File: src/rtl/scope_peak_decimate_edge_trigger_assert.svh
// assertion macros shared by the scope front end modules
// depends on nothing; included by the modules that check their own logic
`ifndef SCOPE_PEAK_DECIMATE_EDGE_TRIGGER_ASSERT_SVH
`define SCOPE_PEAK_DECIMATE_EDGE_TRIGGER_ASSERT_SVH

// same-cycle implication, held off during reset
`define SPDET_ASSERT_IMP(lbl, ck, rn, ante, cons) \
	lbl: assert property (@(posedge ck) disable iff (!rn) (ante) |-> (cons)) \
		else $error("spdet assertion failed");

// next-cycle implication, held off during reset
`define SPDET_ASSERT_NEXT(lbl, ck, rn, ante, cons) \
	lbl: assert property (@(posedge ck) disable iff (!rn) (ante) |=> (cons)) \
		else $error("spdet assertion failed");

`endif

File: src/rtl/spdet_pkg.sv
// shared types, constants and codes of the scope peak-detect front end
// depends on nothing; used by every other file but the assertion header through scoped names
package spdet_pkg;

	localparam int RING_DEPTH   = 1024;
	localparam int IDX_BITS     = $clog2(RING_DEPTH);
	localparam int SAMPLE_BITS  = 16;
	localparam int OUT_IDX_BITS = 10;
	localparam int SPP_BITS     = 11;
	localparam int WIN_BITS     = 11;
	localparam int PRE_BITS     = 10;
	localparam int MODE_BITS    = 2;
	localparam int CFG_IDX_BITS = 3;
	localparam int CFG_DATA_BITS = 16;

	typedef logic signed [SAMPLE_BITS-1:0] sample_t;
	typedef logic [IDX_BITS-1:0] idx_t;
	typedef logic [MODE_BITS-1:0] mode_t;

	// full scale of a two's complement sample
	localparam sample_t SAMPLE_MAX = {1'b0, {(SAMPLE_BITS-1){1'b1}}};
	localparam sample_t SAMPLE_MIN = {1'b1, {(SAMPLE_BITS-1){1'b0}}};

	// register indexes on the configuration port
	localparam logic [CFG_IDX_BITS-1:0] CFG_SPP     = 3'd0;
	localparam logic [CFG_IDX_BITS-1:0] CFG_MODE    = 3'd1;
	localparam logic [CFG_IDX_BITS-1:0] CFG_LEVEL   = 3'd2;
	localparam logic [CFG_IDX_BITS-1:0] CFG_WINDOW  = 3'd3;
	localparam logic [CFG_IDX_BITS-1:0] CFG_PRETRIG = 3'd4;

	// trigger modes; the fourth code is rejected on write
	localparam mode_t TRIG_NONE    = 2'd0;
	localparam mode_t TRIG_RISE    = 2'd1;
	localparam mode_t TRIG_FALL    = 2'd2;
	localparam mode_t TRIG_INVALID = 2'd3;

	// item actions and result kinds
	localparam logic ACT_SAMPLE   = 1'b0;
	localparam logic ACT_TRIGGER  = 1'b1;
	localparam logic KIND_PIXEL   = 1'b0;
	localparam logic KIND_TRIGGER = 1'b1;

	// search request from the top level to the sequencer
	typedef struct packed {
		idx_t    start;
		mode_t   mode;
		sample_t level;
	} search_req_t;

	// search answer
	typedef struct packed {
		idx_t idx;
		logic found;
	} search_rsp_t;

	// registered read of the ring stores, unwritten entries already zeroed
	typedef struct packed {
		sample_t min_prev;
		sample_t max_pos;
	} store_rd_t;

endpackage

File: src/rtl/spdet_search.sv
// backward edge search sequencer with one shared level comparator
// depends on spdet_pkg, spdet_store read data and the assertion header
`include "scope_peak_decimate_edge_trigger_assert.svh"

module spdet_search (
	input  logic                    clk,
	input  logic                    arst_n,
	input  logic                    req_valid,
	input  spdet_pkg::search_req_t  req,
	output logic                    busy,
	output logic                    rd_en,
	output spdet_pkg::idx_t         rd_pos,
	input  spdet_pkg::store_rd_t    rd,
	output logic                    rsp_valid,
	output spdet_pkg::search_rsp_t  rsp
);

	typedef enum logic [2:0] {
		S_IDLE = 3'b001,
		S_READ = 3'b010,
		S_CMP  = 3'b100
	} state_t;

	state_t                 state_q;
	spdet_pkg::idx_t        pos_q;
	spdet_pkg::idx_t        cnt_q;
	spdet_pkg::idx_t        start_q;
	spdet_pkg::mode_t       mode_q;
	spdet_pkg::sample_t     level_q;
	logic                   rsp_valid_q;
	spdet_pkg::search_rsp_t rsp_q;
	logic                   hit;
	logic                   last_step;

	// shared comparator: crossing test between two neighboring pixels
	always_comb begin
		hit = 1'b0;
		unique case (mode_q)
			spdet_pkg::TRIG_RISE: hit = ($signed(rd.min_prev) <= $signed(level_q))
				&& ($signed(rd.max_pos) > $signed(level_q));
			spdet_pkg::TRIG_FALL: hit = ($signed(rd.min_prev) > $signed(level_q))
				&& ($signed(rd.max_pos) <= $signed(level_q));
			default: hit = 1'b0;
		endcase
	end

	assign last_step = (cnt_q == spdet_pkg::idx_t'(spdet_pkg::RING_DEPTH - 1));

	// sequencer: read one entry pair, compare, step back
	always_ff @(posedge clk or negedge arst_n) begin
		if (!arst_n) begin
			state_q     <= S_IDLE;
			rsp_valid_q <= 1'b0;
		end else begin
			rsp_valid_q <= 1'b0;
			unique case (state_q)
				S_IDLE: begin
					if (req_valid) begin
						if (req.mode == spdet_pkg::TRIG_RISE || req.mode == spdet_pkg::TRIG_FALL) begin
							state_q <= S_READ;
						end else begin
							rsp_valid_q <= 1'b1;
						end
					end
				end
				S_READ: begin
					state_q <= S_CMP;
				end
				S_CMP: begin
					if (hit || last_step) begin
						rsp_valid_q <= 1'b1;
						state_q     <= S_IDLE;
					end else begin
						state_q <= S_READ;
					end
				end
				default: state_q <= S_IDLE;
			endcase
		end
	end

	// search position, step count and answer
	always_ff @(posedge clk) begin
		if (state_q == S_IDLE && req_valid) begin
			pos_q     <= req.start;
			start_q   <= req.start;
			mode_q    <= req.mode;
			level_q   <= req.level;
			cnt_q     <= '0;
			rsp_q.idx   <= req.start;
			rsp_q.found <= 1'b0;
		end else if (state_q == S_CMP) begin
			if (hit) begin
				rsp_q.idx   <= pos_q;
				rsp_q.found <= 1'b1;
			end else if (last_step) begin
				rsp_q.idx   <= start_q;
				rsp_q.found <= 1'b0;
			end else begin
				pos_q <= pos_q - spdet_pkg::idx_t'(1);
				cnt_q <= cnt_q + spdet_pkg::idx_t'(1);
			end
		end
	end

	assign rd_en     = (state_q == S_READ);
	assign rd_pos    = pos_q;
	assign busy      = (state_q != S_IDLE) || rsp_valid_q;
	assign rsp_valid = rsp_valid_q;
	assign rsp       = rsp_q;

	// checks
	`SPDET_ASSERT_IMP(a_req_when_idle, clk, arst_n, req_valid, state_q == S_IDLE && !rsp_valid_q)
	`SPDET_ASSERT_IMP(a_found_needs_mode, clk, arst_n, rsp_valid_q && rsp_q.found, mode_q == spdet_pkg::TRIG_RISE || mode_q == spdet_pkg::TRIG_FALL)
	`SPDET_ASSERT_NEXT(a_read_then_cmp, clk, arst_n, state_q == S_READ, state_q == S_CMP)

endmodule

File: config.mk
export PLATFORM = sky130hd
export DESIGN_NAME = spdet_search
export DESIGN_NICKNAME = d
export VERILOG_FILES = /design/src/rtl/spdet_pkg.sv /design/src/rtl/spdet_search.sv
export VERILOG_INCLUDE_DIRS = /design/src /design/src/rtl
export SDC_FILE = /design/constraint.sdc
export NUM_CORES = 1
export LEC_CHECK = 0
export ABC_AREA = 1
export BUFFER_PORTS_ARGS = -buffer_cell sky130_fd_sc_hd__buf_2
export CORE_MARGIN = 3
export CORE_UTILIZATION = 45
export DETAILED_ROUTE_END_ITERATION = 8
export GPL_TIMING_DRIVEN = 1
export PLACE_DENSITY = 0.69
export SLEW_MARGIN = 20
export SYNTH_ARGS = -nofsm -noshare
export SYNTH_HDL_FRONTEND = slang
export SYNTH_SLANG_ARGS = --single-unit
File: constraint.sdc
create_clock -name clk -period 3.45 [get_ports clk]
set_clock_uncertainty 0.1 [all_clocks]
set_input_delay 0.5175 -clock clk [delete_from_list [all_inputs] [get_ports clk]]
set_output_delay 0.5175 -clock clk [all_outputs]
set_load 0.02 [all_outputs]
==> metrics.log, run 1 <==
[metrics] Via-to-Cell Ratio: 4.86
[metrics] fraction of synthesized cell area taken by the top area cell type: 39.8%
[metrics] CP endpoint kind: flop
[metrics] setup repair after global routing missed its margin: false
[metrics] combinational family with the most area after synthesis: simple AND/OR/NAND/NOR gates
[metrics] net count after synthesis: around 500
[metrics] Fmax: 0.372 GHz
[metrics] most common cell after layout, fill and taps aside: nand2_1
[metrics] Sinks on Clock Net: 63
[metrics] met2 track utilization from global routing: 29.4%
[metrics] DRT Wirelength: 7440 um
[metrics] first-pass iteration count of the detailed router: 4
[metrics] die extent in y: 95.7 um
[metrics] largest fanout on the critical path: 10
[metrics] clk_lat worst skew: 0.33 ns
[metrics] WP data arrival: 2.56 ns
[metrics] status: finished clean
[metrics] maximum vdd drop: 0.000375 V
[metrics] number of unique standard cell types used by synthesis: 29
[metrics] number of buffers added by the clock tree synthesis step: 9
[metrics] area share of fa/ha/maj cells after synthesis: between 10 and 15%
[metrics] min cycle time layout: between 2 and 3 ns
[metrics] Cell Area, Placed: 4160 um^2
[metrics] post-route setup TNS: 0 ns
[metrics] fraction of layout instances using a drive strength above 1: a little under a quarter
[metrics] CP Data Required Time: 3.32 ns
[metrics] Max-Cap Viols: 0
[metrics] GRT busiest layer: met2
[metrics] synthesized-area fraction occupied by ao, oa, aoi and oai cells: 7.81%
[metrics] maximum number of pins on one net before global-route repair: 53
[metrics] layout overhead on the synthesized area: 20.2%
[metrics] Final setup violation count: 0
[metrics] Slew @ Worst Pin: roughly 0.6 ns
[metrics] starting density of the core: 46.6%
[metrics] H-Tree Depth: 3
[metrics] row count: 32
[metrics] Synth Area in XOR/XNOR: 3.39%
[metrics] number of antenna diodes: 0
[metrics] category of the worst setup path launch point: flop
[metrics] total count of max-transition violations in the final report: 0
[metrics] post-CTS repair timing setup buffer count: 0
[metrics] buffers from clock root to sink, at most: 2
[metrics] per-instance average area after synthesis: a little over 9 um^2
[metrics] Setup Crit Path Kind: reg2reg
[metrics] count of fill cells added during filler insertion: 695
[metrics] total vias in the final route: 2895
[metrics] Post-Synth Simple-Gate Area: 20.0%
[metrics] total count of hold-check failures in the final report: 0
[metrics] aggregate global-route resource usage: approximately 17%
[metrics] remaining antenna violation count: 0
[metrics] area of the multi-input gates: roughly 1600 um^2
[metrics] warning count from the yosys run: 0
[metrics] Reg area: 1760 um^2
[metrics] routed wirelength normalized by instance count: 12.5 um
[metrics] final critical-path share of the clock period: 77.9%
[metrics] antenna violations before repair: 0
[metrics] source of the worst register-to-register timing path: level_q[15]
[metrics] Cell Pwr Density: ~650 nW/um^2
[metrics] Yosys top cell by area: edfxtp_1
[metrics] final weighted congestion in routability-driven placement: 0.857
[metrics] Clk pin slew, worst setup/hold paths: 0.07 ns
[metrics] part of the Yosys area used for sequential elements: 48.7%
[metrics] via count of the first global-routing pass: around 2.7k
[metrics] count of buffers inserted at the top-level ports: 86
[metrics] commonest cells after routing, fill and taps aside: nand2_1, buf_2, inv_1, edfxtp_1, ha_1
[metrics] TritonCTS clock tree: built
[metrics] mapped cell area: around 3600 um^2
[metrics] Die Footprint: about 9200 um^2
[metrics] Root Buffer Master: clkbuf_8
[metrics] final instance area: ~4400 um^2
[metrics] proportion of synthesized area in mux cells: 0%
[metrics] Synth Register Bits: 63
[metrics] timing startpoint of the critical path: level_q[15]
[metrics] grt ovf: 0
[metrics] met3 layer usage reported by global route: 4.26%
[metrics] detailed placement HPWL: 5740 um
[metrics] met1 usage in global routing: about a fifth
[metrics] Iter 0 DRT Violations: 161
[metrics] leakage power: approximately 2.1 nW
[metrics] remaining routing DRC violations: 0
[metrics] Core Box Area: slightly below 8000 um^2
[metrics] cts repair resizes: 0
[metrics] first-pass GRT wire length: 11900 um
[metrics] number of instances in the synthesized netlist: 396
[metrics] max-slew headroom at the worst pin: 59.9%
[metrics] I/O pin count: 87
[metrics] Horiz. Die Dim: 95.7 um
[metrics] cell types occupying the most area after synthesis: edfxtp_1, ha_1, nand2_1
[metrics] hold wc startpoint: req[9]
[metrics] worst min-delay path class: in2reg
[metrics] Post-layout nets: 589
==> flip-flops by register name (all words and copies together) (netlist names) <==
signal,cells
level_q,16
rsp,11
cnt_q,10
rd_pos,10
start_q,10
state_q,3
mode_q,2
rsp_valid,1
==> layer usage <==
| metal | part of all wire (%) | wire length [um] |
|---|---|---|
| met1 | 45 | 3350 |
| met2 | 47 | 3510 |
| met3 | 6.3 | 468 |
| met4 | 1.5 | 110 |
| met5 | 0 | 0 |
==> cells in the mapped netlist <==
cell,number
dfxtp_1,11
buf_4,1
o21ai_0,11
edfxtp_1,48
nor2_1,16
clkbuf_1,3
o21a_1,1
nor4_1,1
nand3_4,2
a21o_1,1
xnor2_1,6
inv_1,60
ha_1,36
or2_2,1
nand3b_1,2
a21oi_1,28
dfrtp_1,3
o21ai_1,10
nor3_2,3
nand2_1,102
nand4_1,12
o21bai_1,3
nand2_2,2
nand3_1,14
dfstp_2,1
nor3_1,6
xor2_1,8
buf_6,2
buf_2,2
==> cells by family after synthesis <==
family                     after synthesis
xor gates and xnor gates                14
adders and majority gates               36
and+or+nand+nor                        161
buffers and inverters                   68
AOI/OAI and AO/OA                       54
DFF                                     63
==> path summary, 6_finish.rpt <==
path,slack [ns],depth (start not counted),to
worst max-delay path,0.76,13,rsp[9]
worst min-delay path,0.25,1,level_q[9]
worst max register to register,0.76,13,rsp[9]
worst min register to register,0.39,2,cnt_q[1]
max in group asynchronous,2.65,2,state_q[0]
min in group asynchronous,0.40,2,rsp_valid
==> repair_timing <==
item	in CTS	in global routing
hold buffers	1	0
endpoints found under the setup margin	0	0
endpoints found under the hold margin	3	0
==> power breakdown <==
group          total [mW]  switching [mW]  internal [mW]
clock network       0.591           0.268          0.324
registers            1.19           0.103           1.09
logic                1.03           0.684          0.345
total                2.81            1.06           1.76
==> cell type report <==
class,instances,share of cell area [%]
inverters,60,5.18
clock inverters,5,1.15
well taps,102,2.93
multi-input cells,265,36.5
flip-flops and latches,63,40.5
clock buffers,10,2.93
repair buffers,91,10.8
==> critical path, cell delays in order (launching register included) <==
cell	delay (ns)
edfxtp_1	0.35
inv_1	0.09
ha_1	0.28
a21oi_1	0.18
o21ai_0	0.11
a21oi_1	0.18
nand2_1	0.08
nand2_1	0.07
nand4_1	0.08
nand2_1	0.12
nand3_4	0.11
nand2_1	0.07
nand2_1	0.11
nand2_1	0.41
==> stage by stage <==
stage / setup WS [ns] / total power, mW / util [%] / hold slack [ns] / cells
floorplan: 0.867 / 1.94 / - / 0.122 / 396
global placement: 0.596 / 2.21 / 53.6 / 0.223 / 580
detailed placement: 0.498 / 2.24 / 53.6 / 0.224 / 580
CTS: 0.742 / 2.84 / 56.0 / 0.243 / 596
global route: 0.436 / 3.03 / 56.0 / 0.236 / 596
finish: 0.762 / 2.81 / 56.0 / 0.254 / 596
(Power assumes the default switching activity.)
==> run 2: changes to the inputs <==
--- a/config.mk
+++ b/config.mk
@@ -12,7 +12,7 @@
 export CORE_UTILIZATION = 45
 export DETAILED_ROUTE_END_ITERATION = 8
 export GPL_TIMING_DRIVEN = 1
-export PLACE_DENSITY = 0.69
+export PLACE_DENSITY = 0.72
 export SLEW_MARGIN = 20
 export SYNTH_ARGS = -nofsm -noshare
 export SYNTH_HDL_FRONTEND = slang
==> constraint.sdc (replaced) <==
create_clock -name clk -period 2.3 [get_ports clk]
set_clock_uncertainty 0.1 [all_clocks]
set_input_delay 0.345 -clock clk [delete_from_list [all_inputs] [get_ports clk]]
set_output_delay 0.345 -clock clk [all_outputs]
set_load 0.02 [all_outputs]
==> run 2 against run 1 <==
Net effect: the flow now finishes with violations (setup timing); routed wire length rose by 12%; cell area grew 8.4%; non-clock buffer count is 19 higher; clock-buffer cell count increased by 1; fmax up 9.7%; setup slack got worse by 0.91 ns; die area unchanged; largest power group is now combinational cells; highest routed layer unchanged.
==> metrics.log, run 2 (synthesis results as in run 1) <==
[metrics] H-Tree Depth: 3
[metrics] number of buffers added by the clock tree synthesis step: 9
[metrics] Setup WS pre-CTS: -0.250 ns
[metrics] Sw Share: 38.7%
[metrics] Setup Crit Path Kind: reg2reg
[metrics] final weighted congestion in routability-driven placement: 0.823
[metrics] Fmax: 0.408 GHz
[metrics] antenna violations before repair: 0
[metrics] switching pwr: between 1.5 and 2 mW
[metrics] Root Buffer Master: clkbuf_8
[metrics] max-slew headroom at the worst pin: 54.6%
[metrics] detailed placement HPWL: 6360 um
[metrics] area of the multi-input gates: 1770 um^2
[metrics] remaining antenna violation count: 0
[metrics] Clk pin slew, worst setup/hold paths: 0.07 ns
[metrics] Reg area: 1760 um^2
[metrics] status: finished, violations left
[metrics] Core Box Area: 7770 um^2
[metrics] portion of total power attributed to the clock network: ~18%
[metrics] count of buffers inserted at the top-level ports: 86
[metrics] row count: 32
[metrics] Sinks on Clock Net: between 60 and 70
[metrics] commonest cells after routing, fill and taps aside: nand2_1, buf_2, inv_1, edfxtp_1, ha_1
[metrics] source of the worst register-to-register timing path: level_q[9]
[metrics] routed wirelength normalized by instance count: 13.5 um
[metrics] cell internal power dissipation: about 2.8 mW
[metrics] remaining routing DRC violations: 0
[metrics] category of the worst setup path launch point: flop
[metrics] Iter 0 DRT Violations: roughly 130
[metrics] CP endpoint kind: flop
[metrics] Via-to-Cell Ratio: 4.94
[metrics] Final Util: approximately 61%
[metrics] worst setup path end: rd_pos[3]
[metrics] combinational share of power: 42.7%
[metrics] layout overhead on the synthesized area: 30.3%
[metrics] total count of max-transition violations in the final report: 0
[metrics] first-pass GRT wire length: approximately 13000 um
[metrics] Cell Pwr Density: 960 nW/um^2
[metrics] Post-layout nets: 609
[metrics] setup repair after global routing missed its margin: true
[metrics] I/O pin count: 87
[metrics] Cell Area, Placed: 4310 um^2
[metrics] via count of the first global-routing pass: 2959
[metrics] leakage power: 2.25 nW
[metrics] Horiz. Die Dim: 95.7 um
[metrics] Worst path slowest cell: edfxtp_1
[metrics] maximum number of pins on one net before global-route repair: 37
[metrics] Final Total Pwr: 4.53 mW
[metrics] post-route setup TNS: -4.31 ns
[metrics] violated checks: setup timing
[metrics] fin worst setup slack: -0.151 ns
[metrics] largest fanout on the critical path: 12
[metrics] tightest hold margin: 0.0845 ns
[metrics] TritonCTS clock tree: built
[metrics] Most common cell on crit path: inv_2
[metrics] final critical-path share of the clock period: 107%
[metrics] maximum vdd drop: 0.000547 V
[metrics] WP data arrival: 2.39 ns
[metrics] timing startpoint of the critical path: level_q[9]
[metrics] starting density of the core: between 40% and 50%
[metrics] CP Data Required Time: 2.24 ns
[metrics] total count of hold-check failures in the final report: 0
[metrics] fraction of layout instances using a drive strength above 1: 34.2%
[metrics] dpl cells: 595
[metrics] Cell Count, Final, Fillers Out: roughly 600
[metrics] total vias in the final route: roughly 3.0k
[metrics] count of fill cells added during filler insertion: 690
[metrics] cells along the critical path: inv_2 -> ha_4 -> nand2_2 -> inv_2 -> o21bai_1 -> a21oi_1 -> nor2_1 -> nand2_1 -> nand2_1 -> nand3_2 -> inv_2 -> nand2_2 -> nand3_4 -> nand3_4 -> nand2_4 -> buf_12
[metrics] number of flip-flops under the largest register name: 16
[metrics] capture instance of the worst register-to-register path: rd_pos[3]
[metrics] Slew @ Worst Pin: between 0.6 and 0.7 ns
[metrics] Die Footprint: 9150 um^2
[metrics] cell depth of the worst flop-to-flop path: 16
[metrics] Final setup violation count: 43
[metrics] min cycle time layout: between 2 and 2.5 ns
[metrics] Max-Cap Viols: 0
[metrics] clk_lat worst skew: ~0.33 ns
[metrics] number of antenna diodes: 0
[metrics] peak per-stage delay on the critical path: 0.37 ns
[metrics] buffers from clock root to sink, at most: 2
[metrics] final instance area: 4720 um^2
[metrics] register with the most flip-flops: level_q
[metrics] DRT Wirelength: 8310 um
[metrics] first-pass iteration count of the detailed router: 4
[metrics] aggregate global-route resource usage: about 18%
[metrics] most common cell after layout, fill and taps aside: nand2_1
[metrics] sequential share of power: about two fifths
[metrics] r2r setup slk: -0.15 ns
[metrics] worst min-delay path class: in2reg
[metrics] grt ovf: 0
[metrics] die extent in y: 95.7 um
run 2: cell types whose count changed in the layout (fill, tap and decap cells not counted), sizes merged:
| cell | previous run | this run |
|---|---|---|
| clkbuf | 10 | 12 |
| bufinv | 1 | 0 |
| buf | 90 | 108 |
| nand2 | 104 | 105 |
| clkinv | 3 | 4 |
run 2: repair_timing:
| item | in CTS | in global routing |
|---|---|---|
| hold buffers | 1 | 0 |
| resized for setup | 20 | 30 |
| endpoints found under the setup margin | 34 | 44 |
| cloned | 1 | 1 |
| hold endpoints to repair | 4 | 0 |
| pin swaps | 4 | 19 |
| setup buffers | 1 | 2 |
run 2: critical path, delay by kind of cell (launching register included):
| family | cells | cell delay (ns) |
|---|---|---|
| AND/OR/NAND/NOR | 9 | 0.86 |
| flip-flops | 1 | 0.37 |
| buffers and inverters | 4 | 0.33 |
| adder cells (fa/ha/maj) | 1 | 0.20 |
| AO/OA/AOI/OAI | 2 | 0.27 |
run 2: power groups by stage:
stage	combinational [mW]	sequential, mW	clock (mW)
floorplan	0.982	1.94	0
global placement	1.64	1.80	0
detailed placement	1.71	1.81	0
CTS	1.79	1.80	0.809
global route	2.16	1.83	0.861
finish	1.93	1.80	0.797
run 2: area by class of cell:
class                           count  area share, %
Clock buffer                       11           2.79
Sequential cell                    63           37.4
Clock inverter                      5          0.557
Tap cell                          102           2.71
Inverter                           60           4.78
Multi-Input combinational cell    266           37.6
Timing Repair Buffer              110           14.2
run 2: metal layers:
| metal | global-route usage (%) | part of all wire [%] | vias to the layer above | wire length (um) |
|---|---|---|---|---|
| met4 | 5.57 | 0.77 | 0 | 64 |
| met1 | 21.6 | 42 | 1400 | 3520 |
| li1 | - | - | 1549 | - |
| met3 | 3.79 | 6.5 | 6 | 536 |
| met2 | 32.5 | 50 | 93 | 4180 |
| met5 | 0 | 0 | - | 0 |
run 2: worst min-delay path by stage:
| stage | startpoint | endpoint | slack [ns] | cells after the start |
|---|---|---|---|---|
| after floorplan | arst_n | rsp_valid | -0.05 | 0 |
| after global placement | arst_n | rsp_valid | 0.05 | 1 |
| after detailed placement | arst_n | state_q[1] | 0.06 | 1 |
| after CTS | req[1] | level_q[1] | 0.06 | 1 |
| after global routing | req[1] | level_q[1] | 0.06 | 1 |
| final | req[1] | level_q[1] | 0.08 | 1 |
